==> src/rtl/sha1sh_pkg.sv <==
`default_nettype none
package sha1sh_pkg;

  localparam int unsigned NUM_WORDS   = 5;
  localparam int unsigned BLOCK_WORDS = 16;
  localparam int unsigned BLOCK_BYTES = 64;
  localparam int unsigned LEN_LIMIT   = 56;  // first byte slot of the length field
  localparam int unsigned ROUNDS      = 80;

  localparam logic [7:0] PAD_BYTE      = 8'h80;
  localparam logic [2:0] LAST_WORD_IDX = 3'd4;

  localparam logic [31:0] IV_WORD [NUM_WORDS] = '{
    32'h67452301, 32'hEFCDAB89, 32'h98BADCFE, 32'h10325476, 32'hC3D2E1F0
  };

  localparam logic [31:0] K_00_19 = 32'h5a827999;
  localparam logic [31:0] K_20_39 = 32'h6ed9eba1;
  localparam logic [31:0] K_40_59 = 32'h8f1bbcdc;
  localparam logic [31:0] K_60_79 = 32'hca62c1d6;

  typedef struct packed {
    logic [7:0] data_byte;
    logic       byte_present;
    logic       end_of_message;
  } sha_in_t;

  typedef struct packed {
    logic [31:0] digest_word;
    logic [2:0]  word_index;
    logic        last_word;
  } sha_out_t;

  function automatic logic [31:0] rotl(input logic [31:0] x, input int unsigned n);
    rotl = (x << n) | (x >> (32 - n));
  endfunction

endpackage
`default_nettype wire

==> src/rtl/sha1_stream_hasher.sv <==
`default_nettype none
// Channel  | Direction | Handshake               | Payload
// in_      | input     | in_valid / in_ready     | sha_in_t  (byte, present, end)
// out_     | output    | out_valid / out_ready   | sha_out_t (word, index, last)
//
// A beat with a byte stores it in the block. The beat that fills the 64th byte adds one
// compression (load, 80 rounds on the shared round adder, fold-in).
// An end beat adds a step for the 0x80 byte, one for the length, one or two
// compressions, then five output beats; in_ready stays low throughout.
// Reset (rst_n low, synchronous) loads the initial hash values and clears the
// block, fill count and bit length. A stalled out_ready holds the current word.
module sha1_stream_hasher (
  input  wire logic                 clk,
  input  wire logic                 rst_n,
  input  wire logic                 in_valid,
  output logic                      in_ready,
  input  wire sha1sh_pkg::sha_in_t  in_data,
  output logic                      out_valid,
  input  wire logic                 out_ready,
  output sha1sh_pkg::sha_out_t      out_data
);
  import sha1sh_pkg::*;

  typedef enum logic [2:0] {
    ST_IDLE,   // take byte / end beats
    ST_PAD,    // place the 0x80 marker
    ST_LEN,    // place the 64-bit bit length
    ST_INIT,   // load working variables
    ST_ROUND,  // one round per cycle
    ST_FINAL,  // fold into chain, clear block
    ST_EMIT    // drive the five digest words
  } state_t;

  state_t       state_r, state_nxt;
  state_t       ret_r, ret_nxt;     // where to go once a compression ends
  logic [6:0]   fill_r, fill_nxt;
  logic [63:0]  bits_r, bits_nxt;
  logic [6:0]   round_r, round_nxt;
  logic [2:0]   widx_r, widx_nxt;
  logic [31:0]  chain_r [NUM_WORDS];
  logic [31:0]  chain_nxt [NUM_WORDS];
  logic [31:0]  store_r [BLOCK_WORDS];
  logic [31:0]  store_nxt [BLOCK_WORDS];
  logic [31:0]  a_r, b_r, c_r, d_r, e_r;
  logic [31:0]  a_nxt, b_nxt, c_nxt, d_nxt, e_nxt;

  logic         in_fire, out_fire;
  logic [6:0]   fill_inc;
  logic [4:0]   lane_sh;
  logic [31:0]  f_val, k_val, w_new, round_sum;

  assign in_fire   = in_valid && in_ready;
  assign out_fire  = out_valid && out_ready;
  assign in_ready  = (state_r == ST_IDLE);
  assign out_valid = (state_r == ST_EMIT);

  assign out_data.digest_word = chain_r[widx_r];
  assign out_data.word_index  = widx_r;
  assign out_data.last_word   = (widx_r == LAST_WORD_IDX);

  assign fill_inc = fill_r + 7'd1;
  // Big-endian byte lane: slot 0 of a word sits in bits 31:24.
  assign lane_sh  = {~fill_r[1:0], 3'b000};

  // Round function and constant per 20-round stage.
  always_comb begin
    if (round_r < 7'd20) begin
      f_val = (b_r & c_r) | (~b_r & d_r);
      k_val = K_00_19;
    end else if (round_r < 7'd40) begin
      f_val = b_r ^ c_r ^ d_r;
      k_val = K_20_39;
    end else if (round_r < 7'd60) begin
      f_val = (b_r & c_r) | (b_r & d_r) | (c_r & d_r);
      k_val = K_40_59;
    end else begin
      f_val = b_r ^ c_r ^ d_r;
      k_val = K_60_79;
    end
  end

  // The block store doubles as the 16-word schedule window: word 0 is W[t].
  assign w_new     = rotl(store_r[13] ^ store_r[8] ^ store_r[2] ^ store_r[0], 1);
  assign round_sum = rotl(a_r, 5) + f_val + e_r + k_val + store_r[0];

  always_comb begin
    state_nxt = state_r;
    ret_nxt   = ret_r;
    fill_nxt  = fill_r;
    bits_nxt  = bits_r;
    round_nxt = round_r;
    widx_nxt  = widx_r;
    chain_nxt = chain_r;
    store_nxt = store_r;
    a_nxt = a_r;
    b_nxt = b_r;
    c_nxt = c_r;
    d_nxt = d_r;
    e_nxt = e_r;

    case (state_r)
      ST_IDLE: begin
        if (in_fire) begin
          if (in_data.byte_present) begin
            store_nxt[fill_r[5:2]][lane_sh +: 8] = in_data.data_byte;
            fill_nxt = fill_inc;
            bits_nxt = bits_r + 64'd8;
            if (fill_inc == 7'(BLOCK_BYTES)) begin
              state_nxt = ST_INIT;
              ret_nxt   = in_data.end_of_message ? ST_PAD : ST_IDLE;
            end else if (in_data.end_of_message) begin
              state_nxt = ST_PAD;
            end
          end else if (in_data.end_of_message) begin
            state_nxt = ST_PAD;
          end
        end
      end

      ST_PAD: begin
        store_nxt[fill_r[5:2]][lane_sh +: 8] = PAD_BYTE;
        fill_nxt = fill_inc;
        // No room left for the length: compress this block first.
        if (fill_inc > 7'(LEN_LIMIT)) begin
          state_nxt = ST_INIT;
          ret_nxt   = ST_LEN;
        end else begin
          state_nxt = ST_LEN;
        end
      end

      ST_LEN: begin
        store_nxt[BLOCK_WORDS-2] = bits_r[63:32];
        store_nxt[BLOCK_WORDS-1] = bits_r[31:0];
        state_nxt = ST_INIT;
        ret_nxt   = ST_EMIT;
      end

      ST_INIT: begin
        a_nxt = chain_r[0];
        b_nxt = chain_r[1];
        c_nxt = chain_r[2];
        d_nxt = chain_r[3];
        e_nxt = chain_r[4];
        round_nxt = '0;
        state_nxt = ST_ROUND;
      end

      ST_ROUND: begin
        a_nxt = round_sum;
        b_nxt = a_r;
        c_nxt = rotl(b_r, 30);
        d_nxt = c_r;
        e_nxt = d_r;
        for (int i = 0; i < BLOCK_WORDS - 1; i++) begin
          store_nxt[i] = store_r[i+1];
        end
        store_nxt[BLOCK_WORDS-1] = w_new;
        round_nxt = round_r + 7'd1;
        if (round_r == 7'(ROUNDS - 1)) begin
          state_nxt = ST_FINAL;
        end
      end

      ST_FINAL: begin
        chain_nxt[0] = chain_r[0] + a_r;
        chain_nxt[1] = chain_r[1] + b_r;
        chain_nxt[2] = chain_r[2] + c_r;
        chain_nxt[3] = chain_r[3] + d_r;
        chain_nxt[4] = chain_r[4] + e_r;
        for (int i = 0; i < BLOCK_WORDS; i++) begin
          store_nxt[i] = '0;
        end
        fill_nxt  = '0;
        widx_nxt  = '0;
        state_nxt = ret_r;
      end

      ST_EMIT: begin
        if (out_fire) begin
          if (widx_r == LAST_WORD_IDX) begin
            // Restart for the next message.
            for (int i = 0; i < NUM_WORDS; i++) begin
              chain_nxt[i] = IV_WORD[i];
            end
            bits_nxt  = '0;
            widx_nxt  = '0;
            state_nxt = ST_IDLE;
          end else begin
            widx_nxt = widx_r + 3'd1;
          end
        end
      end

      default: begin
        state_nxt = ST_IDLE;
      end
    endcase
  end

  always_ff @(posedge clk) begin
    a_r     <= a_nxt;
    b_r     <= b_nxt;
    c_r     <= c_nxt;
    d_r     <= d_nxt;
    e_r     <= e_nxt;
    round_r <= round_nxt;
    if (!rst_n) begin
      state_r <= ST_IDLE;
      ret_r   <= ST_IDLE;
      fill_r  <= '0;
      bits_r  <= '0;
      widx_r  <= '0;
      for (int i = 0; i < NUM_WORDS; i++) begin
        chain_r[i] <= IV_WORD[i];
      end
      for (int i = 0; i < BLOCK_WORDS; i++) begin
        store_r[i] <= '0;
      end
    end else begin
      state_r <= state_nxt;
      ret_r   <= ret_nxt;
      fill_r  <= fill_nxt;
      bits_r  <= bits_nxt;
      widx_r  <= widx_nxt;
      chain_r <= chain_nxt;
      store_r <= store_nxt;
    end
  end

  // The two sides never run at once.
  a_no_overlap: assert property (@(posedge clk) disable iff (!rst_n)
    !(in_ready && out_valid))
    else $error("input and output active together");

  // A closing beat holds off further input.
  a_end_busy: assert property (@(posedge clk) disable iff (!rst_n)
    (in_fire && in_data.end_of_message) |=> !in_ready)
    else $error("ready after end of message");

  // Every compression leaves an empty block.
  a_fold_clears: assert property (@(posedge clk) disable iff (!rst_n)
    (state_r == ST_FINAL) |=> (fill_r == 7'd0 && store_r[0] == 32'd0))
    else $error("block not cleared after compression");

  // The final word restarts the hash state.
  a_restart: assert property (@(posedge clk) disable iff (!rst_n)
    (out_fire && out_data.last_word) |=>
      (bits_r == 64'd0 && chain_r[0] == IV_WORD[0] && in_ready))
    else $error("hash state not restarted");

endmodule
`default_nettype wire
==> config.mk <==
export PLATFORM = sky130hd
export DESIGN_NAME = sha1_stream_hasher
export DESIGN_NICKNAME = d
export VERILOG_FILES = /design/src/rtl/sha1sh_pkg.sv /design/src/rtl/sha1_stream_hasher.sv
export SDC_FILE = /design/constraint.sdc
export NUM_CORES = 2
export LEC_CHECK = 0
export BUFFER_PORTS_ARGS = -buffer_cell sky130_fd_sc_hd__buf_4
export CAP_MARGIN = 20
export CORE_MARGIN = 10
export CORE_UTILIZATION = 55
export DETAILED_ROUTE_END_ITERATION = 8
export PLACE_DENSITY = 0.71
export SLEW_MARGIN = 20
export SYNTH_ARGS = -nofsm -noshare
export SYNTH_HDL_FRONTEND = slang
export SYNTH_SLANG_ARGS = --single-unit
==> constraint.sdc <==
create_clock -name clk -period 17.3 [get_ports clk]
set_input_delay 5.19 -clock clk [delete_from_list [all_inputs] [get_ports clk]]
set_output_delay 5.19 -clock clk [all_outputs]
set_load 0.02 [all_outputs]
== After elaboration in Yosys (flattened, before gate mapping) ==
Cells that the tools add are included.
Word-level totals
  register bits: 919
  input bits: 14
  output and inout bits: 38
Operators by class
  add/sub/neg operators: 14
  order comparisons: 7
  eq/ne operators: 16
  shift-type cells: 3
  mux-type cells: 52
  bitwise gates (word level): 19
  reduce and logical (&&, ||, !) cells: 19
Operators by type and width (number)
  case mux 448 bit (4 select lines): 1
  bitwise mux 512 bit: 2
  2-to-1 mux 512 bit: 2
  2-to-1 mux 160 bit: 2
  case mux 160 bit (2 select lines): 1
  case mux 32 bit (2 select lines): 5
  case mux 64 bit (5 select lines): 1
  adder 32 bit: 9
  2-to-1 mux 32 bit: 8
  2-to-1 mux 64 bit: 4
  bitwise XOR 32 bit: 5
  AND 32 bit: 4
  demux 32 bit (select 4 bit): 1
  case mux 64 bit (2 select lines): 1
  binary-select mux 32 bit (select 3 bit): 1
  bitwise OR 32 bit: 3
  adder 64 x 4 -> 64 bit, second input constant: 1
  2-to-1 mux 3 bit: 13
  NOT 32 bit: 1
  bitwise OR 32 x 1 -> 32 bit: 1
  bitwise OR 32 x 30 -> 32 bit: 1
  bitwise OR 32 x 5 -> 32 bit: 1
  variable shift 8 x 7 -> 32 bit, first input constant: 1
  variable part select 8 x 7 -> 32 bit: 1
  37 further kinds: 60

== Longest topological paths before layout ==
  depth in word-level cells: 11
  gate-level depth with buffers: 24
  depth with buffers taken out: 23

== Least setup slack after synthesis ==
Ideal clock, no wire load.
  path kind: reg2reg
  start: register state_r[1]
  end: register a_r[0] (enable)
  setup time: 0.927 ns
  data arrival time: 12.607 ns
  slack: 3.766 ns
  stages on the path, launching flop included: 5
  buffers on the path: 2
  path through: dfxtp_1 -> clkbuf_1 -> clkbuf_1 -> nand2_1 -> o21ai_0
Between the ends
  cells in the longest elaborated chain, start to end: 2
RTL lines
  from (decl): line sha1_stream_hasher.sv:34  | state_t state_r, state_nxt;
  from (signal assigned): line sha1_stream_hasher.sv:221  | state_r <= state_nxt;
  == test 3 bit or == test 3 x 2 -> 1 bit (tied branches): line sha1_stream_hasher.sv:101  | case (state_r)
  nonzero test 2 bit (no line) (*)
  to (signal assigned): line sha1_stream_hasher.sv:202  | a_r <= a_nxt;
  to (decl): line sha1_stream_hasher.sv:44  | logic [31:0] a_r, b_r, c_r, d_r, e_r;
Mark *: on every way between the ends. The rest lies on a longest branch, timed or not.
A chain may end at the register's enable or synchronous reset.

==> summary.txt <==
Run status
  – Run status: finished, final reports clean

Floorplanning
  – Initial Util: a little under three fifths
  – Die X: roughly 340 um
  – CORE AREA: ~100,000 sq um
  – I/O pin total: 52
  – Full die area: between 100,000 and 150,000 sq um
  – Site row count: 118
  – Die Ht: about 340 um

Clock tree
  – # clock sinks: a little over 900
  – Clock latency on the worst-skew pair: around 710 ps
  – Hold buffer count at cts: 0
  – Number of post-CTS setup repair buffers: 0
  – Max Buffers Root-to-Sink: 3
  – TritonCTS clock tree: built
  – Post_cts resized: 0
  – Root Buffer: clkbuf_16
  – Number of buffers created by CTS: approximately 100
  – H-tree depth: 3
  – Clk slew on worst S/H paths: around 60 ps

Placed design
  – I/O Buffers: roughly 50
  – HPWL after DPL: around 120,000 um
  – Post-Place Setup Slack: about 9000 ps
  – Routability cong.: between 0.9 and 1

STA
  – Fin crit share: roughly half
  – Final setup vio count: 0
  – Minimum clock period: roughly 8400 ps
  – Clk_skew: about 27 ps
  – Sum Neg Setup Slack: 0 ps
  – Slew HR: 12.6%
  – Hold Vio Cnt, Final: 0
  – Unrepaired setup endpoints after global routing: no
  – Fin. max-slew vios: 0
  – Slew @ Worst Pin: 1310 ps
  – Final WS setup: 8930 ps
  – Fmax: 119 MHz

GRT
  – Global route overflow: 0
  – Total GRT Usage: ~30%
  – First-pass GRT wire length: 280,000 um
  – Vias in the first global route: ~48,000
  – Largest net degree at the start of global routing: 240
  – Initial antenna violation count: 1

Setup path
  – Max incr delay on CP: about 670 ps
  – Worst R2R Setup Slack: 9450 ps
  – Critical Path RT: between 10,000 and 15,000 ps
  – Reg2reg start: round_r[4]
  – Worst setup endpoint: out_data[14]
  – Arr. time, crit path: 3180 ps
  – Critical-path cell list: buf_4 -> mux4_2 -> inv_1 -> o21ai_0 -> buf_4
  – Worst-path fanout max: 27
  – Cell repeated most along the worst path: buf_4
  – Reg2reg path depth: 25
  – CP Launch Type: flop
  – Slowest cell on crit path: dfxtp_2
  – Setup CP Type: reg -> out
  – CP endpoint kind: output port
  – RR Endpoint: a_r[31]
  – CP Launch Point: widx_r[0]

Route
  – 1st-iter DRT viols: just under 6,000
  – WL final: about 180,000 um
  – 1st-pass router iterations: 7
  – Vias per inst: 6.65
  – Residual DRC: 0
  – Routed len/inst: 23.4 um
  – Routed Antenna Nets: 0
  – Via count: 52,216

Synth
  – Synthesized area: approximately 57,000 sq um
  – Yosys top cell area share: approximately a quarter
  – Number of synthesized flops with an enable pin: approximately 170
  – Seq/Total Area, Yosys: between 30% and 40%
  – Synth Area in Adders: 8.81%
  – Yosys Warn Count: 0
  – Post-synth ARST share: 0%
  – Synth Net Count: roughly 7,000
  – Avg Cell Area, Syn: 8.64 sq um
  – Synth Instances: around 6,600
  – Top-count cell post-synth: nand2_1
  – Synth top area cells: dfxtp_1, edfxtp_1, a22oi_1
  – Top_reg_cell synth: dfxtp_1
  – Unique cell type count in the Yosys netlist: around 80
  – Commonest cells post-synth: nand2_1, dfxtp_1, a22oi_1
  – XOR/XNOR Fraction of Synth Area: under 10%
  – Largest family of logic cells by synthesized area: compound AO/OA/AOI/OAI gates
  – Synth Area in Compound Gates: roughly 30%
  – Post-Synth Simple-Gate Area: between 10% and 20%
  – Mux cell area share after synthesis: roughly 2%
  – Number of synthesized register bits: around 900
  – Area leader, netlist: dfxtp_1

Layout
  – Multi-input gate area: between 30,000 and 40,000 sq um
  – Post-layout net count: 6,725
  – Area Growth Syn to Fin: 8.36%
  – Final Util: between 50% and 60%
  – Antenna cell count: 0
  – Layout cells sized above 1: between 6 and 7%
  – FILL cells: 9,138
  – Reg area: between 20,000 and 25,000 sq um

Min path
  – Min-delay worst type: reg -> reg

Pwr
  – Logic pwr share: between 50% and 60%
  – Max IR drop VDD: approximately 0.23 mV
  – NetSw: 0.00561 W
  – Pwr/cell area: between 150 and 200 nW/um^2
  – Static leakage: about 26 nW
  – Seq pwr share: between 20% and 30%
  – Clock power frac: between 10% and 20%
  – Net Sw Frac: a little under half
  – Cell-internal power: 0.00652 W

Job
  – Max-cap violations: 0
## per-stage QoR
stage / power [W] / cells / hold WS, ps / cell area (sq um)
finish: 0.0121 / 7851 / 471 / 61900
CTS: 0.0120 / 7846 / 478 / 61700
global route: 0.0129 / 7851 / 516 / 61900
global placement: 0.00945 / 7655 / 452 / 58100
floorplan: 0.00800 / 6611 / 437 / 57100
detailed placement: 0.00960 / 7656 / 464 / 58100
## critical path: cells and delay by family (launching register included)
kind                   cells  cell delay [ps]
flip-flops                 1              670
AO/OA/AOI/OAI              1              190
multiplexers               1              590
buffers and inverters      3              990
## kinds of logic (layout without fill, tap and decap cells)
family | after synthesis | in the layout
flip-flops | 916 | 916
buffers and inverters | 796 | 656
adder cells (fa/ha/maj) | 327 | 327
AND/OR/NAND/NOR | 1787 | 1787
AO/OA/AOI/OAI | 2408 | 2408
XOR/XNOR | 301 | 301
multiplexers | 76 | 76
## cell usage in the layout, fill, tap and decap left out, drive strengths merged, types with 167 or more instances in the layout
cell type  count
a22oi        471
nor2         263
o221ai       296
nand2        920
o211a        299
o21ai        437
nor2b        196
a21oi        464
ha           202
inv          356
edfxtp       167
dfxtp        749
## layout make-up
type / instances / area share [%]
timing repair buffer: 111 / 1.38
multi-input combinational: 4899 / 55.5
inverter: 355 / 2.15
tap: 1380 / 2.79
clock buffer: 153 / 4.98
clock inverter: 37 / 0.861
sequential: 916 / 32.3
## registers in the layout, indices dropped and copies added, names as in the netlist
signal,cells
bits_r,61
chain_r,160
b_r,32
round_r,7
fill_r,7
c_r,32
state_r,3
ret_r,3
a_r,32
store_r,512
e_r,32
widx_r,3
d_r,32
## power groups by stage
stage	clock network [W]	logic (W)	registers [W]
final	0.00235	0.00671	0.00307
after global routing	0.00244	0.00740	0.00310
after CTS	0.00236	0.00655	0.00305
after detailed placement	0	0.00650	0.00309
after global placement	0	0.00637	0.00308
after floorplan	0	0.00502	0.00297
## how the worst min path moves through the flow
stage	startpoint	end	slack, ps	cells past startpoint
floorplan	store_r[111]	store_r[111]	440	2
global placement	store_r[335]	store_r[335]	450	2
detailed placement	store_r[335]	store_r[335]	460	2
CTS	store_r[335]	store_r[335]	480	2
global route	chain_r[93]	chain_r[93]	520	2
finish	store_r[335]	store_r[335]	470	2
## per-layer routing
metal  GRT usage, %  routed length (um)
met1           40.2               76300
met4           13.1                8390
met5              0                  20
met2           47.0               82700
met3           4.44               16000
(Power assumes the default switching activity.)
